<file path="src/rtl/core/sha256_pkg.sv">
// ----------------------------------------------------------------------------
// sha256_pkg
// constants and round functions shared by the stream hasher
// ----------------------------------------------------------------------------
`default_nettype none

package sha256_pkg;

  localparam logic [7:0] PAD_BYTE = 8'h80;
  localparam logic [5:0] LEN_POS  = 6'd56;

  localparam logic [31:0] INIT_HASH [8] = '{
    32'h6a09e667, 32'hbb67ae85, 32'h3c6ef372, 32'ha54ff53a,
    32'h510e527f, 32'h9b05688c, 32'h1f83d9ab, 32'h5be0cd19
  };

  localparam logic [31:0] ROUND_K [64] = '{
    32'h428a2f98, 32'h71374491, 32'hb5c0fbcf, 32'he9b5dba5,
    32'h3956c25b, 32'h59f111f1, 32'h923f82a4, 32'hab1c5ed5,
    32'hd807aa98, 32'h12835b01, 32'h243185be, 32'h550c7dc3,
    32'h72be5d74, 32'h80deb1fe, 32'h9bdc06a7, 32'hc19bf174,
    32'he49b69c1, 32'hefbe4786, 32'h0fc19dc6, 32'h240ca1cc,
    32'h2de92c6f, 32'h4a7484aa, 32'h5cb0a9dc, 32'h76f988da,
    32'h983e5152, 32'ha831c66d, 32'hb00327c8, 32'hbf597fc7,
    32'hc6e00bf3, 32'hd5a79147, 32'h06ca6351, 32'h14292967,
    32'h27b70a85, 32'h2e1b2138, 32'h4d2c6dfc, 32'h53380d13,
    32'h650a7354, 32'h766a0abb, 32'h81c2c92e, 32'h92722c85,
    32'ha2bfe8a1, 32'ha81a664b, 32'hc24b8b70, 32'hc76c51a3,
    32'hd192e819, 32'hd6990624, 32'hf40e3585, 32'h106aa070,
    32'h19a4c116, 32'h1e376c08, 32'h2748774c, 32'h34b0bcb5,
    32'h391c0cb3, 32'h4ed8aa4a, 32'h5b9cca4f, 32'h682e6ff3,
    32'h748f82ee, 32'h78a5636f, 32'h84c87814, 32'h8cc70208,
    32'h90befffa, 32'ha4506ceb, 32'hbef9a3f7, 32'hc67178f2
  };

  typedef logic [31:0] word_t;

  function automatic word_t ror(input word_t v, input int unsigned n);
    return (v >> n) | (v << (32 - n));
  endfunction

  function automatic word_t ssig0(input word_t v);
    return ror(v, 7) ^ ror(v, 18) ^ (v >> 3);
  endfunction

  function automatic word_t ssig1(input word_t v);
    return ror(v, 17) ^ ror(v, 19) ^ (v >> 10);
  endfunction

  function automatic word_t bsig0(input word_t v);
    return ror(v, 2) ^ ror(v, 13) ^ ror(v, 22);
  endfunction

  function automatic word_t bsig1(input word_t v);
    return ror(v, 6) ^ ror(v, 11) ^ ror(v, 25);
  endfunction

endpackage

`default_nettype wire

</file>
<file path="src/rtl/core/sha256_stream_hasher_unit.sv">
// ----------------------------------------------------------------------------
// sha256_stream_hasher_unit
// byte-serial sha-256 hasher with the message block held in a word memory
// ----------------------------------------------------------------------------
// usage:
//   input channel (in_valid/in_stall, kind, data_byte): kind 0 absorbs one
//   message byte, kind 1 finishes the message. output channel
//   (out_valid/out_stall): eight transactions carrying digest_word,
//   word_index 0..7 and last_word on the eighth.
//   an absorb takes one byte; the 64th byte of a block also runs the
//   compression: a step to issue the first block memory read, a step to
//   load the first word, then 64 rounds at one round per cycle, plus a
//   fold step. the input stalls until the fold is done.
//   a finish sweeps the padding one byte per cycle, runs the compression
//   and a second sweep plus compression when fewer than 9 bytes were
//   free. out_valid is set by the fold of the last block, then eight
//   output transactions follow, one per cycle when not stalled.
//   the chaining words are re-seeded after the last word.
//   reset (rst, synchronous) restores the initial hash and clears the
//   counters. while the receiver stalls the current digest word is held and
//   no new transaction is taken on the input.
// ----------------------------------------------------------------------------
`default_nettype none

module sha256_stream_hasher_unit (
  input  wire                   clk,
  input  wire                   rst,
  input  wire                   in_valid,
  output logic                  in_stall,
  input  wire                   kind,
  input  wire  [7:0]            data_byte,
  output logic                  out_valid,
  input  wire                   out_stall,
  output sha256_pkg::word_t     digest_word,
  output logic [2:0]            word_index,
  output logic                  last_word
);
  import sha256_pkg::*;

  localparam logic [2:0] ST_IDLE = 3'd0;
  localparam logic [2:0] ST_PAD  = 3'd1;
  localparam logic [2:0] ST_RND  = 3'd2;
  localparam logic [2:0] ST_FOLD = 3'd3;
  localparam logic [2:0] ST_OUT  = 3'd4;

  logic [2:0]  state;
  logic [5:0]  fill_count;
  logic [60:0] byte_count;
  logic        finishing;
  logic        last_block;
  logic        pad_first;
  logic [6:0]  step;
  logic [2:0]  out_idx;
  logic [23:0] word_acc;
  word_t       chain [8];
  word_t       s [8];

  // schedule window, w_win[15] holds the word of the current round
  word_t       w_win [16];

  // block memory as 16 words; bytes merged into an accumulator first
  word_t       blk_mem [16];
  word_t       blk_rd;
  logic [3:0]  blk_ra;
  logic        blk_we;
  logic [3:0]  blk_wa;
  word_t       blk_wd;

  logic        acc_in;
  logic        pad_in;
  logic [7:0]  pad_byte;
  logic [2:0]  len_sel;
  logic [63:0] bits;
  word_t       w_next;
  word_t       t1;
  word_t       t2;

  always_ff @(posedge clk) begin
    if (blk_we) blk_mem[blk_wa] <= blk_wd;
    blk_rd <= blk_mem[blk_ra];
  end

  assign in_stall = (state != ST_IDLE);
  assign acc_in   = (state == ST_IDLE) && in_valid && !in_stall && !kind;
  assign pad_in   = (state == ST_PAD);
  assign bits     = {byte_count, 3'b000};
  assign len_sel  = 3'd7 - fill_count[2:0];

  // 0x80 first, then zeros, length field only in the final block
  always_comb begin
    if (pad_first) pad_byte = PAD_BYTE;
    else if (last_block && fill_count >= LEN_POS) pad_byte = bits[{len_sel, 3'b000} +: 8];
    else pad_byte = 8'h00;
  end

  assign blk_we = (acc_in || pad_in) && (fill_count[1:0] == 2'd3);
  assign blk_wa = fill_count[5:2];
  assign blk_wd = {word_acc, acc_in ? data_byte : pad_byte};
  assign blk_ra = step[3:0];

  // next schedule word, prepared one round ahead
  always_comb begin
    if (step <= 7'd16) w_next = blk_rd;
    else w_next = w_win[0] + ssig0(w_win[1]) + w_win[9] + ssig1(w_win[14]);
  end

  always_comb begin
    t1 = s[7] + bsig1(s[4]) + ((s[4] & s[5]) ^ (~s[4] & s[6])) +
         ROUND_K[6'(step - 7'd2)] + w_win[15];
    t2 = bsig0(s[0]) + ((s[0] & s[1]) ^ (s[0] & s[2]) ^ (s[1] & s[2]));
  end

  always_ff @(posedge clk) begin
    if (acc_in) word_acc <= {word_acc[15:0], data_byte};
    else if (pad_in) word_acc <= {word_acc[15:0], pad_byte};
    if (state == ST_RND) begin
      if (step == 7'd0) begin
        for (int i = 0; i < 8; i++) s[i] <= chain[i];
      end else begin
        for (int i = 0; i < 15; i++) w_win[i] <= w_win[i + 1];
        w_win[15] <= w_next;
        if (step >= 7'd2) begin
          s[7] <= s[6]; s[6] <= s[5]; s[5] <= s[4]; s[4] <= s[3] + t1;
          s[3] <= s[2]; s[2] <= s[1]; s[1] <= s[0]; s[0] <= t1 + t2;
        end
      end
    end
  end

  always_ff @(posedge clk) begin
    if (rst) begin
      state      <= ST_IDLE;
      fill_count <= '0;
      byte_count <= '0;
      finishing  <= 1'b0;
      last_block <= 1'b0;
      pad_first  <= 1'b0;
      step       <= '0;
      out_idx    <= '0;
      out_valid  <= 1'b0;
      for (int i = 0; i < 8; i++) chain[i] <= INIT_HASH[i];
    end else begin
      case (state)
        ST_IDLE: begin
          if (in_valid && !in_stall) begin
            if (!kind) begin
              fill_count <= fill_count + 6'd1;
              byte_count <= byte_count + 61'd1;
              if (fill_count == 6'd63) begin
                state <= ST_RND;
                step  <= '0;
              end
            end else begin
              finishing  <= 1'b1;
              last_block <= (fill_count < LEN_POS);
              pad_first  <= 1'b1;
              state      <= ST_PAD;
            end
          end
        end
        ST_PAD: begin
          fill_count <= fill_count + 6'd1;
          pad_first  <= 1'b0;
          if (fill_count == 6'd63) begin
            state <= ST_RND;
            step  <= '0;
          end
        end
        ST_RND: begin
          // step 0 issues the first read, step 1 loads it, 2..65 are rounds
          step <= step + 7'd1;
          if (step == 7'd65) state <= ST_FOLD;
        end
        ST_FOLD: begin
          for (int i = 0; i < 8; i++) chain[i] <= chain[i] + s[i];
          step <= '0;
          if (!finishing) state <= ST_IDLE;
          else if (!last_block) begin
            last_block <= 1'b1;
            state      <= ST_PAD;
          end else begin
            state     <= ST_OUT;
            out_idx   <= '0;
            out_valid <= 1'b1;
          end
        end
        ST_OUT: begin
          if (!out_stall) begin
            out_idx <= out_idx + 3'd1;
            if (out_idx == 3'd7) begin
              out_valid  <= 1'b0;
              finishing  <= 1'b0;
              last_block <= 1'b0;
              fill_count <= '0;
              byte_count <= '0;
              state      <= ST_IDLE;
              for (int i = 0; i < 8; i++) chain[i] <= INIT_HASH[i];
            end
          end
        end
        default: state <= ST_IDLE;
      endcase
    end
  end

  assign digest_word = chain[out_idx];
  assign word_index  = out_idx;
  assign last_word   = (out_idx == 3'd7);

  a_out_hold: assert property (@(posedge clk) disable iff (rst)
    out_valid && out_stall |=> out_valid && $stable(digest_word) && $stable(word_index))
    else $error("digest transaction changed while stalled");

  a_out_state: assert property (@(posedge clk) disable iff (rst)
    out_valid == (state == ST_OUT))
    else $error("out_valid outside output phase");

  a_step_range: assert property (@(posedge clk) disable iff (rst)
    (state == ST_RND) |-> (step <= 7'd65))
    else $error("round step out of range");

  a_fill_aligned: assert property (@(posedge clk) disable iff (rst)
    (state == ST_RND || state == ST_FOLD) |-> (fill_count == 6'd0))
    else $error("compression started on a partial block");

endmodule

`default_nettype wire

</file>
<file path="config.mk">
export PLATFORM = sky130hd
export DESIGN_NAME = sha256_stream_hasher_unit
export DESIGN_NICKNAME = d
export VERILOG_FILES = /design/src/rtl/core/sha256_pkg.sv /design/src/rtl/core/sha256_stream_hasher_unit.sv
export SDC_FILE = /design/constraint.sdc
export NUM_CORES = 2
export LEC_CHECK = 0
export BUFFER_PORTS_ARGS = -buffer_cell sky130_fd_sc_hd__buf_4
export CAP_MARGIN = 20
export CORE_ASPECT_RATIO = 0.6
export CORE_MARGIN = 1
export CORE_UTILIZATION = 30
export CTS_CLUSTER_DIAMETER = 80
export DETAILED_ROUTE_END_ITERATION = 10
export PLACE_DENSITY = 0.5
export SYNTH_ARGS = -nofsm -noshare
export SYNTH_HDL_FRONTEND = slang
export SYNTH_SLANG_ARGS = --single-unit
export TNS_END_PERCENT = 30
</file>
<file path="constraint.sdc">
create_clock -name clk -period 33.5 [get_ports clk]
set_input_delay 3.35 -clock clk [delete_from_list [all_inputs] [get_ports clk]]
set_output_delay 3.35 -clock clk [all_outputs]
set_load 0.02 [all_outputs]
</file>
* After elaboration in Yosys (flattened, before gate mapping) *
Memories as Yosys holds them, arrays and structs flattened. A register that Yosys moved wholly into a read port is not among the register bits.
Cells that the tools add are included.

word-level totals
  bits in registers = 108
  bits in writable memories = 1536
  bits in read-only memories = 2048
  output and inout port bits = 38
  logic and storage cells = 237
  memories = 5

cells by class
  add/subtract/negate cells = 24
  order comparisons = 5
  equality and inequality tests = 16
  shift-type cells = 1
  muxes and demuxes = 96
  bitwise logic cells = 52
  reductions and logical operators = 28

memories
  memory           depth  width  rd ports  clocked after Yosys merged registers in  write ports  line                              source
  (no name shown)  64     32     1         0                                        0            sha256_stream_hasher_unit.sv:109  ROUND_K[6'(step - 7'd2)] + w_win[15];
  blk_mem          16     32     1         1                                        1            sha256_stream_hasher_unit.sv:62   word_t blk_mem [16];
  w_win            16     32     16        0                                        16           sha256_stream_hasher_unit.sv:59   word_t w_win [16];
  chain            8      32     9         1                                        8            sha256_stream_hasher_unit.sv:55   word_t chain [8];
  s                8      32     8         0                                        8            sha256_stream_hasher_unit.sv:56   word_t s [8];

operators by type and width
  kind                   number
  $mux 32                27
  $add 32x32->32         18
  $xor 32x32->32         9
  $mux 61                4
  $and 32x32->32         5
  $pmux 61 s2            1
  $shiftx 64x7->8        1
  $add 61x1->61 const B  1
  $mux 24                2
  $mux 3                 13
  $not 32->32            1
  $or 10x32->32          1
  $or 13x32->32          1
  $or 14x32->32          1
  $or 15x32->32          1
  $or 19x32->32          1
  $or 21x32->32          1
  $or 25x32->32          1
  $or 26x32->32          1
  $or 30x32->32          1
  $or 7x32->32           1
  $xor 32x22->32         1
  $xor 32x29->32         1
  $mux 1                 31
  other kinds (41)       97

* Logic depth before layout (Yosys ltp) *
An unclocked memory read counts as a cell.

  depth in word-level cells = 10
  mapped depth = 43

* Least setup slack after synthesis *
No wires, ideal clock.

  path type = flip-flop to flip-flop
  from = register step[1]
  to = memory w_win[0][0] (netlist name) (enable)
  library setup time = 1.559 ns
  data arrival time = 26.045 ns
  required time = 31.941 ns
  setup slack = 5.896 ns
  cell stages (with the launch flop) = 7
  cells stage by stage = dfxtp_1 > clkbuf_1 > inv_1 > clkbuf_1 > ha_1 > nor2b_1 > a21oi_1

RTL lines
  what                    line                              source
  from (decl)             sha256_stream_hasher_unit.sv:52   logic [6:0] step;
  from (signal assigned)  sha256_stream_hasher_unit.sv:171  step <= step + 7'd1;
  to (decl)               sha256_stream_hasher_unit.sv:59

==> summary by stage <==
CTS
The number of post-CTS setup repair buffers is 0. The maximum clock insertion buffer count is 4. For this design, the CTS-stage hold fixing added 0 buffers.

The total clock sinks is 1679. The number of gates resized after CTS was 0. The maximum level of the CTS H-tree is 4.

TritonCTS built the clock tree. At the later pin of the worst-skew pair, clock insertion delay measures 860 ps. The clock transition at the registers of the reported paths is 60 ps. The tree is rooted in a clkbuf_16. Clock tree synthesis inserted a total of 171 buffers.

Yosys
The synthesized design spends more area on one cell type than any other, namely edfxtp_1. The area share of the largest cell type after synthesis is 48.0%. The synthesized area per cell is 12.7 um2. The number of enable flip-flop cells after synthesis is 1432. The leading cell type by number of instances after synthesis is edfxtp_1. The post-synth net total is between 7000 and 8000. In the synthesized netlist, the number of instances is 7077.

Sorting the synthesized cells by area gives the leading types as edfxtp_1 (48%), mux4_2 (6.0%), dfxtp_1 (5.5%), ha_1 (5.5%), fa_1 (4.4%). The post-synth design cell area is between 80000 and 90000 um2. The register bit count reported by yosys is 1679. The commonest cells after synthesis are edfxtp_1 (1432), nand2_1 (547), a21oi_1 (433). The Yosys step of the flow raised 0 warnings. In the synthesized netlist the dominant register cell turns out to be edfxtp_1. Sequential cells were found to cover 53.5% of the synthesized design area. The async set-reset flop share out of synthesis is 0%. The number of distinct library cells after synthesis is 100.

Floorplanning
The die outline area is 301000 um2. The top-level I/O count is between 50 and 60. The region available for standard cell placement spans roughly 300000 um2. The initial utilization of the core area, before any placement, comes to 30.1%. From bottom edge to top edge, the die measures 425 um.

The initialized floorplan defines 155 standard-cell rows. In this run the horizontal extent of the chip is 708 um.

Power
Summed over all cells, the static leakage comes to 35.7 nW. The maximum resistive drop on vdd is 0.0380 mV. In this run the power density over the cells is 42.8 nW/um2.

Routing
The total wirelength of the detailed-routed design is 293000 um. The detailed-route DRC error count is 0. The detailed-routing iteration count for the pre-antenna-repair pass is 6. Dividing the detail-routed wire length by the instance count gives approximately 26 um. Dividing the detail-routed via count by the number of cells gives 5.29. For this block, the initial DRC count from the detailed router was 7143. The number of vias after detailed routing is between 50000 and 60000. The remaining antenna violation count after routing is 0.

GRT
The final global-route overflow total is 0. In the global route stage, met3 resource usage came out at between 7 and 8%. Global routing used 31.3% of the available met1 tracks. Entering global routing, the biggest net connects roughly 180 pins. After global routing, the most crowded layer is met1. The met2 track demand over resource is 22.3%. The first global-routing pass estimated 415000 um of wire. The via count of the first global-routing pass was 55531. The overall track demand over capacity in global routing is 19.0%. The initial antenna violation count is 19.

Worst setup path
The startpoint-to-endpoint class of the critical path is register to register. The largest stage delay on the critical path is about 740 ps. The required arrival time at the worst endpoint is 34030 ps.

STA classifies the critical path startpoint as a register. STA classifies the critical path endpoint as a register. In this run the worst path has a maximum fanout of between 40 and 50. The critical-path cell with the highest stage delay is nor3_1. The data arrival at the endpoint of the critical path is 12060 ps.

Timing
The slew at the pin closest to its max-slew limit is 1260 ps. Dividing the final minimum period by the clock period gives 34.4%. The count of pins over their slew limit came to 0.

The final count of negative-setup-slack endpoints is 0. Setup repair after global routing left no endpoint under its margin. The headroom to the max-slew limit is 13.5%. Clock skew on the completed layout was measured at 103 ps. The shortest clock period the worst path allows after layout is 11530 ps. Across all hold checks on the routed design, the worst slack comes to 397 ps. The sum of negative setup slack is 0 ps. The timing-limited maximum frequency is 0.0868 GHz. After layout, the worst setup slack is 21970 ps. The final hold violation count is 0.

Status
The run finished with clean final reports.

Cells and area
In the final design database the tool counted 7716 nets. The area taken by flip-flops and latches is 48000 um2. The relative area change from synthesis to final layout is 12.0%. The multi-input logic area is 39500 um2.

The number of non-filler instances in the completed layout is 11250. The fill cell instance count of the final layout is 29138. Cells with a size suffix above 1 make up 13.4% of the layout.

Placement
The HPWL reported at the end of detailed placement is 214000 um. Prior to clock tree synthesis, the placed netlist has a worst setup slack of 22350 ps. The total of buffers placed on input and output ports is 50. After detailed placement, the design holds a cell count of 10937. The congestion estimate from routability-driven global placement came to roughly 0.94.

Worst hold path
The tightest min-delay check is of the register to register type.

Job
The tool flagged a number of max-cap violations equal to 0.
==> registers in the layout, summed over array words and instances (netlist names), named ones only <==
name	count
fill_count	6
state	3
word_index	3
blk_mem	512
out_valid	1
w_win	512
finishing	1
chain	256
step	7
byte_count	61
s	256
word_acc	24
last_block	1
blk_rd	32
pad_first	1
==> cell families (layout without fill, tap and decap cells) <==
logic type	count (synthesis)	count (layout)	share of synthesized area [%]
compound gates	1531	1531	10.8
xor+xnor	593	593	5.79
fa+ha+maj	591	591	9.87
buf+inv	651	819	2.77
flops	1679	1679	53.5
mux	523	523	9.52
other cells	0	2	0
simple gates	1509	1509	7.78
==> cell type report <==
| cell class | instances | area share (%) |
|---|---|---|
| Antenna cell | 2 | 0.00499 |
| Clock buffer | 227 | 4.58 |
| Clock inverter | 74 | 0.616 |
| Inverter | 340 | 1.27 |
| Multi-Input combinational cell | 4747 | 39.4 |
| Sequential cell | 1679 | 47.8 |
| Tap cell | 4003 | 4.99 |
| Timing Repair Buffer | 178 | 1.38 |
==> stage by stage <==
stage | area [um2] | total power [W] | util, %
3_3_place_gp | 95100 | 0.00246 | 32.0
2_1_floorplan | 89600 | 0.00241 | -
6_report | 100000 | 0.00429 | 33.8
5_1_grt | 100000 | 0.00443 | 33.8
3_5_place_dp | 95100 | 0.00246 | 32.0
4_1_cts | 100000 | 0.00434 | 33.7
==> cells in the final DEF, fill, tap and decap left out, drive strengths merged, types with 12 or more instances in the layout <==
| cell type | n |
|---|---|
| a21o | 176 |
| o211ai | 63 |
| nand3 | 115 |
| xor2 | 212 |
| mux4 | 239 |
| mux2i | 39 |
| ha | 391 |
| nor3b | 12 |
| nand2 | 550 |
| or3 | 64 |
| mux2 | 245 |
| a311oi | 23 |
| edfxtp | 1432 |
| a21oi | 433 |
| nand2b | 61 |
| nand4 | 36 |
| and3 | 62 |
| o21ai | 388 |
| nor3 | 118 |
| clkbuf | 232 |
| o31ai | 29 |
| a211o | 16 |
| nor4 | 14 |
| nor2b | 36 |
| xnor2 | 381 |
| a211oi | 60 |
| clkinv | 55 |
| nor2 | 370 |
| and2 | 22 |
| o22ai | 20 |
| o21a | 78 |
| o31a | 13 |
| fa | 195 |
| a31oi | 60 |
| a221oi | 13 |
| inv | 348 |
| or2 | 21 |
| buf | 173 |
| dfxtp | 247 |
| o21bai | 44 |
==> routing by layer <==
metal | part of all wire [%] | vias up | wire length [um]
met4 | 1.5 | 8 | 4470
met1 | 51 | 30383 | 151000
li1 | - | 26453 | -
met2 | 35 | 2434 | 103000
met5 | 0.053 | - | 156
met3 | 12 | 286 | 35500
==> critical path: cells and delay by family (launching register included) <==
kind	cells	cell delay [ps]
adders and majority gates	7	3010
and+or+nand+nor	1	740
DFF	1	390
AOI/OAI and AO/OA	17	4960
buffers and inverters	7	1440
xor gates and xnor gates	3	580
==> power by group <==
group	internal [W]	switching, W	leakage [nW]	total, W
Sequential	0.00227	0.0000226	15.1	0.00229
Combinational	0.0000500	0.0000790	18.0	0.000129
Clock	0.00103	0.000846	2.55	0.00188
==> final timing paths <==
check                start           end  slack [ps]  cells after the start
max reg2reg        step[1]      s[0][30]       21970                     35
max                step[1]      s[0][30]       21970                     35
min reg2reg  w_win[1][130]  w_win[1][98]         400                      0
min          w_win[1][130]  w_win[1][98]         400                      0
Note: power is estimated with default switching activity, not from simulation.
